==> config.mk <==
export PLATFORM = sky130hd
export DESIGN_NAME = pnguf_front
export DESIGN_NICKNAME = d
export VERILOG_FILES = /design/src/rtl/core/pnguf_pkg.sv /design/src/rtl/core/pnguf_front.sv
export SDC_FILE = /design/constraint.sdc
export NUM_CORES = 1
export LEC_CHECK = 0
export BUFFER_PORTS_ARGS = -buffer_cell sky130_fd_sc_hd__clkbuf_2
export CORE_UTILIZATION = 55
export DETAILED_ROUTE_END_ITERATION = 8
export GPL_TIMING_DRIVEN = 0
export PLACE_DENSITY = 0.94
export RECOVER_POWER = 50
export SYNTH_ARGS = -nofsm -noshare
export SYNTH_HDL_FRONTEND = slang
export SYNTH_SLANG_ARGS = --single-unit
==> constraint.sdc <==
create_clock -name clk -period 4.9 [get_ports clk]
set_clock_uncertainty 0.2 [all_clocks]
set_input_delay 0.49 -clock clk [delete_from_list [all_inputs] [get_ports clk]]
set_output_delay 0.49 -clock clk [all_outputs]
set_load 0.02 [all_outputs]
==> src/rtl/core/pnguf_pkg.sv <==
`timescale 1ns / 1ps
// ----------------------------------------------------------------------------
// pnguf_pkg
// Shared types, codes and helper functions of the PNG RGBA8 scanline unfilter.
// ----------------------------------------------------------------------------
package pnguf_pkg;

  // Width of the line width register.
  localparam int LINE_W = 13;

  // Filter codes as held for a row. An out-of-range filter byte becomes
  // FILT_BAD and is reconstructed like FILT_NONE.
  localparam logic [2:0] FILT_NONE  = 3'd0;
  localparam logic [2:0] FILT_SUB   = 3'd1;
  localparam logic [2:0] FILT_UP    = 3'd2;
  localparam logic [2:0] FILT_AVG   = 3'd3;
  localparam logic [2:0] FILT_PAETH = 3'd4;
  localparam logic [2:0] FILT_BAD   = 3'd5;

  // Channel slots within one pixel, in stream order.
  localparam logic [1:0] SLOT_RED   = 2'd0;
  localparam logic [1:0] SLOT_GREEN = 2'd1;
  localparam logic [1:0] SLOT_BLUE  = 2'd2;
  localparam logic [1:0] SLOT_ALPHA = 2'd3;

  // One channel byte as classified by the front end.
  typedef struct packed {
    logic [7:0] data;
    logic [1:0] slot;
    logic [2:0] filt;
    logic       first_row;
    logic       row_end;
  } pnguf_item_t;

  // Pick the byte of a packed 0xAARRGGBB word that belongs to a channel slot.
  function automatic logic [7:0] chan_byte(input logic [31:0] word, input logic [1:0] slot);
    logic [7:0] res;
    case (slot)
      SLOT_RED:   res = word[23:16];
      SLOT_GREEN: res = word[15:8];
      SLOT_BLUE:  res = word[7:0];
      SLOT_ALPHA: res = word[31:24];
      default:    res = word[7:0];
    endcase
    return res;
  endfunction

  function automatic logic [9:0] abs10(input logic signed [9:0] v);
    logic [9:0] res;
    res = v[9] ? 10'(-v) : 10'(v);
    return res;
  endfunction

  // Paeth predictor. With p = a + b - c, the distances reduce to
  // |b - c|, |a - c| and |a + b - 2c|.
  function automatic logic [7:0] paeth_pick(input logic [7:0] a, input logic [7:0] b,
                                            input logic [7:0] c);
    logic signed [9:0] dbc;
    logic signed [9:0] dac;
    logic [9:0]        pa;
    logic [9:0]        pb;
    logic [9:0]        pc;
    logic [7:0]        res;
    dbc = $signed({2'b00, b}) - $signed({2'b00, c});
    dac = $signed({2'b00, a}) - $signed({2'b00, c});
    pa  = abs10(dbc);
    pb  = abs10(dac);
    pc  = abs10(dbc + dac);
    if (pa <= pb && pa <= pc) begin
      res = a;
    end else if (pb <= pc) begin
      res = b;
    end else begin
      res = c;
    end
    return res;
  endfunction

endpackage

==> src/rtl/core/pnguf_front.sv <==
`timescale 1ns / 1ps
// ----------------------------------------------------------------------------
// pnguf_front
// Byte classifier: tracks filter bytes, channel slots, columns and row ends,
// and hands each channel byte with its context to the back end.
// ----------------------------------------------------------------------------
module pnguf_front import pnguf_pkg::*; #(
  parameter int MAX_WIDTH = 4096,
  parameter int COL_W     = 12
) (
  input  logic              clk,
  input  logic              rst,
  input  logic              cfg_we,
  input  logic [LINE_W-1:0] cfg_wdata,
  input  logic              push,
  input  logic [7:0]        data_byte,
  input  logic              image_start,
  input  logic              q_full,
  output logic              q_push,
  output pnguf_item_t       q_item,
  output logic [COL_W-1:0]  q_col
);

  localparam int EW = (COL_W + 1 > LINE_W) ? COL_W + 1 : LINE_W;
  localparam logic [EW-1:0] MAXW = EW'(MAX_WIDTH);

  logic [LINE_W-1:0] line_width;
  logic [2:0]        row_filter;
  logic              expect_filter;
  logic [1:0]        slot;
  logic [COL_W-1:0]  col;
  logic              first_row;

  logic              accept;
  logic              is_filter;
  logic [EW-1:0]     eff_width;
  logic [EW-1:0]     col_inc;
  logic              row_done;

  assign accept    = push && !q_full;
  assign is_filter = expect_filter || image_start;

  // Effective row width clamped to one through the store depth.
  always_comb begin
    if (line_width == '0) begin
      eff_width = EW'(1);
    end else if (EW'(line_width) > MAXW) begin
      eff_width = MAXW;
    end else begin
      eff_width = EW'(line_width);
    end
    col_inc  = EW'(col) + EW'(1);
    row_done = (col_inc >= eff_width);
  end

  // Channel bytes go to the queue with everything the back end needs.
  always_comb begin
    q_push           = accept && !is_filter;
    q_col            = col;
    q_item.data      = data_byte;
    q_item.slot      = slot;
    q_item.filt      = row_filter;
    q_item.first_row = first_row;
    q_item.row_end   = (slot == SLOT_ALPHA) && row_done;
  end

  // Row and column state.
  always_ff @(posedge clk) begin
    if (rst) begin
      line_width    <= LINE_W'(1);
      row_filter    <= FILT_NONE;
      expect_filter <= 1'b1;
      slot          <= SLOT_RED;
      col           <= '0;
      first_row     <= 1'b1;
    end else begin
      if (cfg_we) begin
        line_width <= cfg_wdata;
      end
      if (accept) begin
        if (is_filter) begin
          row_filter    <= (data_byte > 8'(FILT_PAETH)) ? FILT_BAD : data_byte[2:0];
          expect_filter <= 1'b0;
          slot          <= SLOT_RED;
          col           <= '0;
          first_row     <= first_row || image_start;
        end else begin
          slot <= slot + 1'b1;
          if (slot == SLOT_ALPHA) begin
            if (row_done) begin
              col           <= '0;
              expect_filter <= 1'b1;
              first_row     <= 1'b0;
            end else begin
              col <= col + 1'b1;
            end
          end
        end
      end
    end
  end

endmodule

==> impl_metrics.yaml <==
placed_design:
  io_buffers: 52
  gp_congestion: 0.9006
  placed_cell_area_um2: 2177
  place_hpwl_um: 3348
  dp_cells: 311
sta:
  max_clock_freq_mhz: 226.1
  tns_ns: 0
  rsz0062_at_grt: "false"
  tightest_slew_ns: 0.6951
  setup_viol_count_final: 0
  post-route-period-util_pct: 90.27
  finalCriticalPeriod_ns: 4.423
  hold_violations: 0
  final_max_slew_viol_count: 0
  slew_headroom_pct: 53.30
floorplan:
  core_um2: 3128
  dieArea_um2: 3622
  die_y_um: 60.18
  rows: 20
  start_util_pct: 59.52
  dieWidth_um: 60.18
  pin_count: 55
clocking:
  cts_buffers: 5
  clk_pin_slew_ns: 0.09
  htree_levels: 2
  cts_tree: "done"
  cts_root_buffer: "clkbuf_4"
  clk_latency_ns: 0.32
  cts_hold_buf: 0
  cts_setup_buffers: 0
  cts.path.max_buffers: 2
  cts_sinks: 32
  ctsResizeCount: 0
synth:
  yosysWarnings: 0
  synthArstFlopShare_pct: 0
  syn_area_um2: 1862
  ys_ff_latch: 32
  yosysSeqAreaShare_pct: 34.41
  synth_edf_count: 0
  yosysUniqueCellTypes: 41
  syn_avg_cell_area_um2: 8.659
  ys.flop_type: "dfxtp_1"
  synth_fp_nets: 257
  synth_cells: 215
detailed_routing:
  drcViolationCount: 0
  avgViaCountPerCell: 5.601
  routed_wl_um: 4072
  num_vias: 1781
  postRouteAntennaNets: 0
  drtIter0Drc: 154
  first_pass_iters: 4
  wire_per_inst_um: 12.81
finish:
  nets: 316
  layoutNonFillerInstCount: 318
  drive_gt1_share_pct: 21.17
  final_area_um2: 2203
  antenna_cells: 0
  syn2layout_area_growth_pct: 18.35
  nFillCells: 272
critical_path:
  worstPathArrival_ns: 3.73
  ff2ff_path_depth: 13
  crit_fanout: 7
  endpoint: "q_item[0]"
  r2r-start: "q_col[0]$_SDFFE_PP0P_"
  r2r_slack_ns: 1.03
  slowest_stage: "dfxtp_1"
  startpoint: "q_col[0]$_SDFFE_PP0P_"
  critical_path_class: "reg2out"
  cp_cell_sequence: "ha_1, nand3_1, nor2_1, and2_1, nand3_1, xnor2_1, ha_1, a211oi_1, nor2_1, a211o_1, or3_1, and2_4, clkbuf_2"
  cp-start-kind: "flip-flop"
  crit_path_max_incr_delay_ns: 0.46
  end_kind: "output pin"
  cp.required_ns: 4.21
  r2r_end: "expect_filter$_SDFFE_PP1P_"
pwr:
  p_int_uw: 357.7
  p_sw_share_pct: 27.77
  switchingPower_uw: 137.5
  p_clk_share_pct: 27.1
  power_density_nw_per_um2: 224.8
  power.total_uw: 495.3
  peakVddDrop_mv: 0.1323
  p_comb_share_pct: 17.4
  pwr-share-seq_pct: 55.5
  leakagePower_nw: 0.9822
global_routing:
  grt-ovfl-total: 0
  grt_start_max_net_pins: 11
  grtUsageTotal_pct: 24.31
  grt_pass1_vias: 1573
  antenna_found_initial: 0
  grt_first_pass_wirelength_um: 6610
hold_path:
  min_path_cells: 2
  hp-class: "in2reg"
job:
  cap_violations: 0
status:
  status: "finished clean"
## through the flow
step / hold slack, ns / util, % / setup WS, ns
after floorplan: 0.2488 / - / 1.248
after global placement: 0.2688 / 69.60 / 0.9404
after detailed placement: 0.2942 / 69.60 / 0.8296
after CTS: 0.1687 / 71.08 / 0.4559
after global routing: 0.1560 / 70.44 / 0.2136
final: 0.1724 / 70.44 / 0.4767
## how the worst min path moves through the flow
stage / end / slack [ns] / start
after floorplan: expect_filter$_SDFFE_PP1P_ / 0.25 / expect_filter$_SDFFE_PP1P_
after global placement: expect_filter$_SDFFE_PP1P_ / 0.27 / expect_filter$_SDFFE_PP1P_
after detailed placement: expect_filter$_SDFFE_PP1P_ / 0.29 / expect_filter$_SDFFE_PP1P_
after CTS: line_width[0]$_SDFFE_PP1P_ / 0.17 / cfg_wdata[0]
after global routing: line_width[0]$_SDFFE_PP1P_ / 0.16 / cfg_wdata[0]
final: line_width[0]$_SDFFE_PP1P_ / 0.17 / cfg_wdata[0]
## worst max-delay path, delay by kind of cell (launching register included)
family | cells | cell delay [ns]
simple gates | 7 | 1.40
compound gates | 2 | 0.57
fa+ha+maj | 2 | 0.53
flops | 1 | 0.46
xor+xnor | 1 | 0.29
buf+inv | 1 | 0.15
## power groups by stage
stage                     logic (mW)  registers, mW  clock network (mW)
final                         0.0860          0.275               0.134
after global routing          0.0945          0.276               0.153
after CTS                     0.0874          0.275               0.138
after detailed placement      0.0872          0.281                   0
after global placement        0.0838          0.281                   0
after floorplan               0.0586          0.281                   0
## routing by layer
metal / wire [um] / GRT usage (%) / vias to the layer above
met4: 35 / 8.306 / 0
met3: 162 / 7.143 / 4
met2: 2076 / 41.44 / 47
li1: - / - / 890
met5: 0 / 0 / -
met1: 1798 / 28.78 / 840
## flip-flops by register name, summed over array words and instances (netlist names)
| register | cells |
|---|---|
| row_filter | 3 |
| line_width | 13 |
| q_col | 12 |
| expect_filter | 1 |
| slot | 2 |
| first_row | 1 |
## kinds of logic after synthesis
logic type | Yosys count | share of synthesized area, %
and+or+nand+nor | 93 | 25.88
xor gates and xnor gates | 9 | 4.234
DFF | 32 | 34.41
AOI/OAI and AO/OA | 35 | 13.24
muxes | 12 | 6.452
adders and majority gates | 15 | 10.08
buffers and inverters | 19 | 5.712
## Yosys cell counts, types with 5 or more instances
library cell | number | share of area, %
dfxtp_1 | 32 | 34
clkbuf_1 | 6 | 1.2
nand3_1 | 10 | 2.7
a21oi_1 | 9 | 2.4
mux2i_1 | 12 | 6.5
o21ai_0 | 5 | 1.3
nor3_1 | 6 | 1.6
a32o_1 | 6 | 3.2
nor2_1 | 24 | 4.8
xnor2_1 | 6 | 2.8
ha_1 | 15 | 10
nor4_1 | 5 | 1.7
buf_4 | 9 | 3.6
nor2b_1 | 6 | 2.0
nand2_1 | 21 | 4.2
## cells in the final DEF, fill, tap and decap left out, types with 9 or more instances in the layout
cell	count
clkbuf_2	37
dfxtp_1	32
clkbuf_1	25
nor2_1	24
nand2_1	21
ha_1	15
mux2i_1	12
nand3_1	10
a21oi_1	9
buf_4	9
## area by class of cell
cell class / instances / area (um^2) / share of cell area (%)
Timing Repair Buffer: 52 / 241.5 / 10.96
Multi-Input combinational cell: 164 / 1115 / 50.60
Inverter: 1 / 3.754 / 0.1704
Buffer: 18 / 101.3 / 4.600
Clock buffer: 6 / 41.29 / 1.874
Tap cell: 44 / 55.05 / 2.499
Clock inverter: 1 / 5.005 / 0.2271
Sequential cell: 32 / 640.6 / 29.07
(Power assumes the default switching activity.)
