File: src/rtl/core/pnguf_fifo.sv
`timescale 1ns / 1ps
// ----------------------------------------------------------------------------
// pnguf_fifo
// Small register queue between the front end and the reconstruction back end.
// ----------------------------------------------------------------------------
module pnguf_fifo #(
  parameter int WIDTH = 27,
  parameter int DEPTH = 4
) (
  input  logic             clk,
  input  logic             rst,
  input  logic             wr_en,
  input  logic [WIDTH-1:0] wr_data,
  input  logic             rd_en,
  output logic [WIDTH-1:0] rd_data,
  output logic             full,
  output logic             empty
);

  localparam int ADDR_W = (DEPTH > 1) ? $clog2(DEPTH) : 1;
  localparam int CNT_W  = $clog2(DEPTH + 1);

  logic [WIDTH-1:0]  slots [DEPTH];
  logic [ADDR_W-1:0] wptr;
  logic [ADDR_W-1:0] rptr;
  logic [CNT_W-1:0]  count;
  logic              do_wr;
  logic              do_rd;

  assign full    = (count == CNT_W'(DEPTH));
  assign empty   = (count == '0);
  assign rd_data = slots[rptr];
  assign do_wr   = wr_en && !full;
  assign do_rd   = rd_en && !empty;

  // Storage is written in place; no reset needed.
  always_ff @(posedge clk) begin
    if (do_wr) begin
      slots[wptr] <= wr_data;
    end
  end

  // Pointers wrap at the depth, which need not be a power of two.
  always_ff @(posedge clk) begin
    if (rst) begin
      wptr  <= '0;
      rptr  <= '0;
      count <= '0;
    end else begin
      if (do_wr) begin
        wptr <= (wptr == ADDR_W'(DEPTH - 1)) ? '0 : wptr + 1'b1;
      end
      if (do_rd) begin
        rptr <= (rptr == ADDR_W'(DEPTH - 1)) ? '0 : rptr + 1'b1;
      end
      if (do_wr && !do_rd) begin
        count <= count + 1'b1;
      end else if (do_rd && !do_wr) begin
        count <= count - 1'b1;
      end
    end
  end

endmodule

File: config.mk
export PLATFORM = sky130hd
export DESIGN_NAME = pnguf_fifo
export DESIGN_NICKNAME = d
export VERILOG_FILES = /design/src/rtl/core/pnguf_fifo.sv
export SDC_FILE = /design/constraint.sdc
export NUM_CORES = 1
export LEC_CHECK = 0
export CAP_MARGIN = 0
export CORE_MARGIN = 3
export CORE_UTILIZATION = 40
export DETAILED_ROUTE_END_ITERATION = 10
export DONT_BUFFER_PORTS = 1
export SLEW_MARGIN = 5
export SYNTH_ARGS = -nofsm -noshare
export SYNTH_HDL_FRONTEND = slang
export SYNTH_SLANG_ARGS = --single-unit
File: constraint.sdc
create_clock -name clk -period 2.1 [get_ports clk]
set_clock_uncertainty 0.05 [all_clocks]
set_input_delay 0.21 -clock clk [delete_from_list [all_inputs] [get_ports clk]]
set_output_delay 0.21 -clock clk [all_outputs]
set_load 0.01 [all_outputs]
==> out/results.ini, run 1 <==
[logic_synthesis]
synth_edf_count = 108
postSynthCellCount = 191
yosys.cell_types.count = 27
async_reset_ff_frac = 0
syn_area_um2 = 4400
synth_top_flop_cell = edfxtp_1
syn_nets = 229
synth_warnings = 0
ys_seq_area_frac = 0.778
ys_ff_latch = 117
synth.avg_cell_area_um2 = 23.0

[floorplanning]
core_area_um2 = 10500
ioPinCount = 60
die_x_um = 111
die_area_um2 = 12300
rows = 37
start_util = 0.419
die_y_um = 111

[global_routing]
grt-ovfl-total = 0
grtUsageMet3 = 0.0497
track_usage = 0.129
grt_pass1_vias = 2202
grt_max_degree = 28
antenna_found_initial = 0
busiest_layer = met2
met2_usage = 0.210
grt_pass1_wl_mm = 11.8
use_met1 = 0.154

[power]
ir_drop_v = 0.000495
leakagePower_uw = 0.00182
totalPowerFinal_uw = 6930
power_density_nw_per_um2 = 1260

[route]
drc = 0
vias_per_cell = 5.13
wl_mm = 7.37
drt_pass1_iterations = 4
dr.first_iter.drc_count = 78
ant_nets = 0
vias = 1984
wire_per_inst_um = 19.0

[cts]
cts-root-buf = clkbuf_8
h-tree-depth = 4
cts_buffers = 17
tritoncts = built
cts.reportedPaths.clkPinSlew_ps = 60
clock-sinks = 117
insertion_delay_ps = 490
clock_path_buffers = 2

[timing]
worst_slack_ps = 83.0
slew_headroom = 0.504
post-route-period-util = 0.960
setup_viol = 0
rsz0062_at_grt = false
fin_setup_tns_ps = 0
final_hold_viol_count = 0
period_needed_ps = 2020
timing.fmax_mhz = 496
tightest_slew_ps = 743
drv_slew = 0

[placed_design]
dp_hpwl_mm = 4.25
pre_cts_ws_ps = -2.77
place.gp.congestion = 0.716
portBuffers = 0

[setup_path]
r2r_slack_ps = 80
worstPathRequired_ps = 2480
endpoint_kind = register
r2r_cells = 9
crit_start = count[2]$_SDFFE_PP0P_
endpoint = count[2]$_SDFFE_PP0P_
crit_path_max_fanout = 5
crit_type = register to register
timing.rr.start = count[2]$_SDFFE_PP0P_
start_kind = register
r2r-end = count[2]$_SDFFE_PP0P_
worstPathArrival_ps = 2390

[final_layout]
antennaDiodeCount = 0
drive_above_1_share = 0.327
finalNetCount = 277
area_growth_pct = 25.1
n_fill_cell = 808

[job]
drv_cap = 0

[status]
status = finished clean

[worst_hold_path]
hp-class = input pin to register

[cell families (layout without fill, tap and decap cells)]
logic type / count (synthesis) / after routing / share of synthesized area
adder cells (fa/ha/maj): 7 / 7 / 0.0216
AND/OR/NAND/NOR: 16 / 16 / 0.0199
multiplexers: 29 / 29 / 0.143
buffers and inverters: 13 / 73 / 0.0222
XOR/XNOR: 2 / 2 / 0.00398
AO/OA/AOI/OAI: 7 / 7 / 0.0114
flip-flops: 117 / 117 / 0.778
[metal layers]
layer  vias to the layer above  routed length [um]
met3                         9                 359
met4                         0                 102
met1                      1035                3170
met2                        50                3740
met5                         -                   0
li1                        890                   -
[cell usage in the layout (no fill, tap or decap), types with 2 or more instances in the layout]
cell type	synthesis	final
xor2_1	2	2
ha_1	6	5
buf_4	1	5
clkinvlp_4	0	2
or3_1	2	2
dfxtp_2	0	4
o31ai_2	2	2
bufinv_16	0	3
nand3_1	2	2
nor2_1	3	3
dfxtp_1	9	4
clkinv_4	1	4
a21oi_1	3	2
mux2i_1	2	2
clkinv_2	0	3
clkbuf_16	0	16
mux4_2	27	27
nor3_1	2	2
buf_12	0	3
edfxtp_1	108	108
dlygate4sd3_1	0	29
and3_2	0	4
inv_1	3	3
[cell usage after synthesis, types with 3 or more instances]
cell type	n	area, um2
nor2_1	3	11.3
dfxtp_1	9	180
inv_1	3	11.3
buf_6	3	33.8
mux4_2	27	608
ha_1	6	75.1
a21oi_1	3	15.0
and3_1	4	25.0
edfxtp_1	108	3240
[metrics by stage]
stage	hold WS, ps	cell area (um2)	instances	utilization
CTS	28.4	5490	387	0.523
floorplan	259	4400	191	-
global route	29.4	5500	387	0.524
detailed placement	228	4610	326	0.439
global placement	228	4610	326	0.439
finish	43.1	5500	387	0.524
[flip-flops by register name (all words and copies together) (netlist names), named ones only]
register and cells:
rptr 2, wptr 2, count 3, slots 108
[worst max-delay path: stages (launching register included)]
cell and delay, ps:
dfxtp_2 340, or3b_4 250, clkinv_4 50, nor2_4 80
ha_2 180, inv_1 50, fa_2 330, xor2_1 170
or3_1 320, a21oi_2 120
[layout make-up]
cell class / instances / area [um2] / share of cell area
sequential: 117 / 3430 / 0.624
clock inverter: 13 / 159 / 0.0289
inverter: 5 / 37.5 / 0.00682
tap: 136 / 170 / 0.0309
multi-input combinational: 61 / 900 / 0.163
clock buffer: 18 / 418 / 0.0759
timing repair buffer: 37 / 388 / 0.0705
[how the worst min path moves through the flow]
stage | start | end | slack (ps) | depth (start not counted)
after CTS | rd_en | register | 30 | 4
after detailed placement | rst | count[0]$_SDFFE_PP0P_ | 230 | 1
final | rd_en | register | 40 | 4
after global placement | rst | count[1]$_SDFFE_PP0P_ | 230 | 1
after global routing | rd_en | register | 30 | 4
after floorplan | wr_data[0] | slots[0][0]$_DFFE_PP_ | 260 | 0
[what timing repair did]
item	CTS	global route
hold buffers	29	0
buffers inserted	1	0
resized for setup	3	4
pin swaps	0	1
hold endpoints to repair	117	0
endpoints found under the setup margin	22	1
[report_power, final]
part	switching [uW]	internal (uW)
clock	972	1800
combinational	610	580
sequential	138	2840
total	1720	5210
No activity file was read; power rests on OpenSTA's default activity.
==> run 2: changes to the inputs <==
--- a/config.mk
+++ b/config.mk
@@ -7,9 +7,10 @@
 export LEC_CHECK = 0
 export CAP_MARGIN = 0
 export CORE_MARGIN = 3
-export CORE_UTILIZATION = 40
+export CORE_UTILIZATION = 25
 export DETAILED_ROUTE_END_ITERATION = 10
 export DONT_BUFFER_PORTS = 1
+export PLACE_DENSITY = 0.51
 export SLEW_MARGIN = 5
 export SYNTH_ARGS = -nofsm -noshare
 export SYNTH_HDL_FRONTEND = slang
==> run 2 against run 1 <==
Compared with the run above:
- highest routed layer unchanged
- core utilization decreased by 19 points
- critical endpoint unchanged
- worst setup slack improved by 5.6 ps
- cell area rose by 1.9%
==> out/results.ini, run 2 (synthesis results as in run 1) <==
[status]
status = finished clean

[worst_hold_path]
worstHoldPathCells = 4
hp-class = input pin to register
hp-start = rd_en

[cts]
clock-sinks = 117
insertion_delay_ps = 400
cts.reportedPaths.clkPinSlew_ps = 50
tritoncts = built
h-tree-depth = 4
cts_buffers = 17
cts-root-buf = clkbuf_16
clock_path_buffers = 2

[power]
power_density_nw_per_um2 = 1240
ir_drop_v = 0.000517
leakagePower_uw = 0.00183
totalPowerFinal_uw = 6960

[setup_path]
crit_path_max_fanout = 3
crit_type = register to register
r2r_slack_ps = 90
start_kind = register
timing.rr.start = count[2]$_SDFFE_PP0P_
worstPathRequired_ps = 2370
r2r-end = count[2]$_SDFFE_PP0P_
endpoint_kind = register
worstPathArrival_ps = 2280
crit_start = count[2]$_SDFFE_PP0P_
r2r_cells = 9

[final_layout]
largest_register_ffs = 108
stdcell_count = 472
antennaDiodeCount = 0
top_regs = slots (108), count (3)
final_cell_mix = edfxtp_1 (108), dlygate4sd3_1 (29), mux4_2 (27)
layout_commonest_cell = edfxtp_1
n_fill_cell = 1585
finalNetCount = 279
largest_register = slots
area_growth_pct = 27.4
drive_above_1_share = 0.325

[timing]
post-route-period-util = 0.958
slew_headroom = 0.455
tightest_slew_ps = 817
drv_slew = 0
timing.fmax_mhz = 497
final_hold_viol_count = 0
whs_ps = 116
period_needed_ps = 2010
setup_viol = 0

[global_routing]
antenna_found_initial = 0
grt_pass1_wl_mm = 13.0
grt_max_degree = 28
grt-ovfl-total = 0
grt_pass1_vias = 2225
track_usage = 0.0924

[route]
wl_mm = 8.37
vias = 1988
vias_per_cell = 4.21
drt_pass1_iterations = 4
dr.first_iter.drc_count = 103
drc = 0
wire_per_inst_um = 17.7
ant_nets = 0

[floorplanning]
start_util = 0.261
die_x_um = 139
rows = 47
core_area_um2 = 16900
die_y_um = 139
die_area_um2 = 19200
ioPinCount = 60

[placed_design]
dp_hpwl_mm = 4.82
portBuffers = 0
place.gp.congestion = 0.654
dp_cells = 411

[job]
drv_cap = 0

==> run 2: cell count changes in the layout (fill, tap and decap cells not counted), sizes merged <==
cell / previous run / this run
clkbuf: 18 / 19
inv: 4 / 3
buf: 8 / 10
clkinvlp: 2 / 1
==> run 2: layer usage <==
metal	share of wire	global-route usage	vias to the layer above
li1	-	-	889
met1	0.41	0.102	1040
met2	0.51	0.153	49
met3	0.062	0.0431	10
met4	0.016	0.0407	0
met5	0	0	-
==> run 2: repair_timing <==
item / in CTS / in global routing
buffers inserted: 1 / 1
hold buffers: 29 / 0
endpoints found under the setup margin: 1 / 1
hold endpoints to repair: 117 / 0
resized for setup: 2 / 4
pin swaps: 0 / 1
gates cloned: 0 / 0
==> run 2: worst max-delay path, stage by stage, from the launching register on <==
cell and delay (ps):
dfxtp_2 330, or3b_4 250, clkinv_4 50, nor2_4 80, ha_2 190, inv_1 50
fa_2 330, xor2_1 170, or3_1 300, a21oi_1 130
==> run 2: worst max-delay path by stage <==
stage,end,slack (ps),cells after the start
floorplan,count[2]$_SDFFE_PP0P_,30,10
global placement,count[2]$_SDFFE_PP0P_,60,9
detailed placement,count[2]$_SDFFE_PP0P_,-20,9
CTS,count[2]$_SDFFE_PP0P_,8,9
global route,count[2]$_SDFFE_PP0P_,-5,9
finish,count[2]$_SDFFE_PP0P_,90,9
==> run 2: cell type report <==
| type | instances | area (um2) | share of cell area |
|---|---|---|---|
| inverter | 5 | 37.5 | 0.00669 |
| tap | 220 | 275 | 0.0491 |
| sequential | 117 | 3430 | 0.612 |
| multi-input combinational | 61 | 905 | 0.161 |
| timing repair buffer | 39 | 390 | 0.0696 |
| clock buffer | 19 | 433 | 0.0772 |
| clock inverter | 11 | 136 | 0.0243 |
==> run 2: through the flow <==
step | area [um2] | setup WS (ps) | setup TNS, ps | util
after floorplan | 4400 | 29.9 | 0 | -
after global placement | 4710 | 58.0 | 0 | 0.279
after detailed placement | 4710 | -18.7 | -18.7 | 0.279
after CTS | 5580 | 8.49 | 0 | 0.331
after global routing | 5610 | -5.12 | -5.12 | 0.332
final | 5610 | 88.7 | 0 | 0.332
==> run 2: power by group <==
group	total, uW	leakage (uW)	switching [uW]	internal [uW]
combinational	1270	0.000481	689	580
sequential	2930	0.00107	88.6	2840
clock	2770	0.000282	933	1840
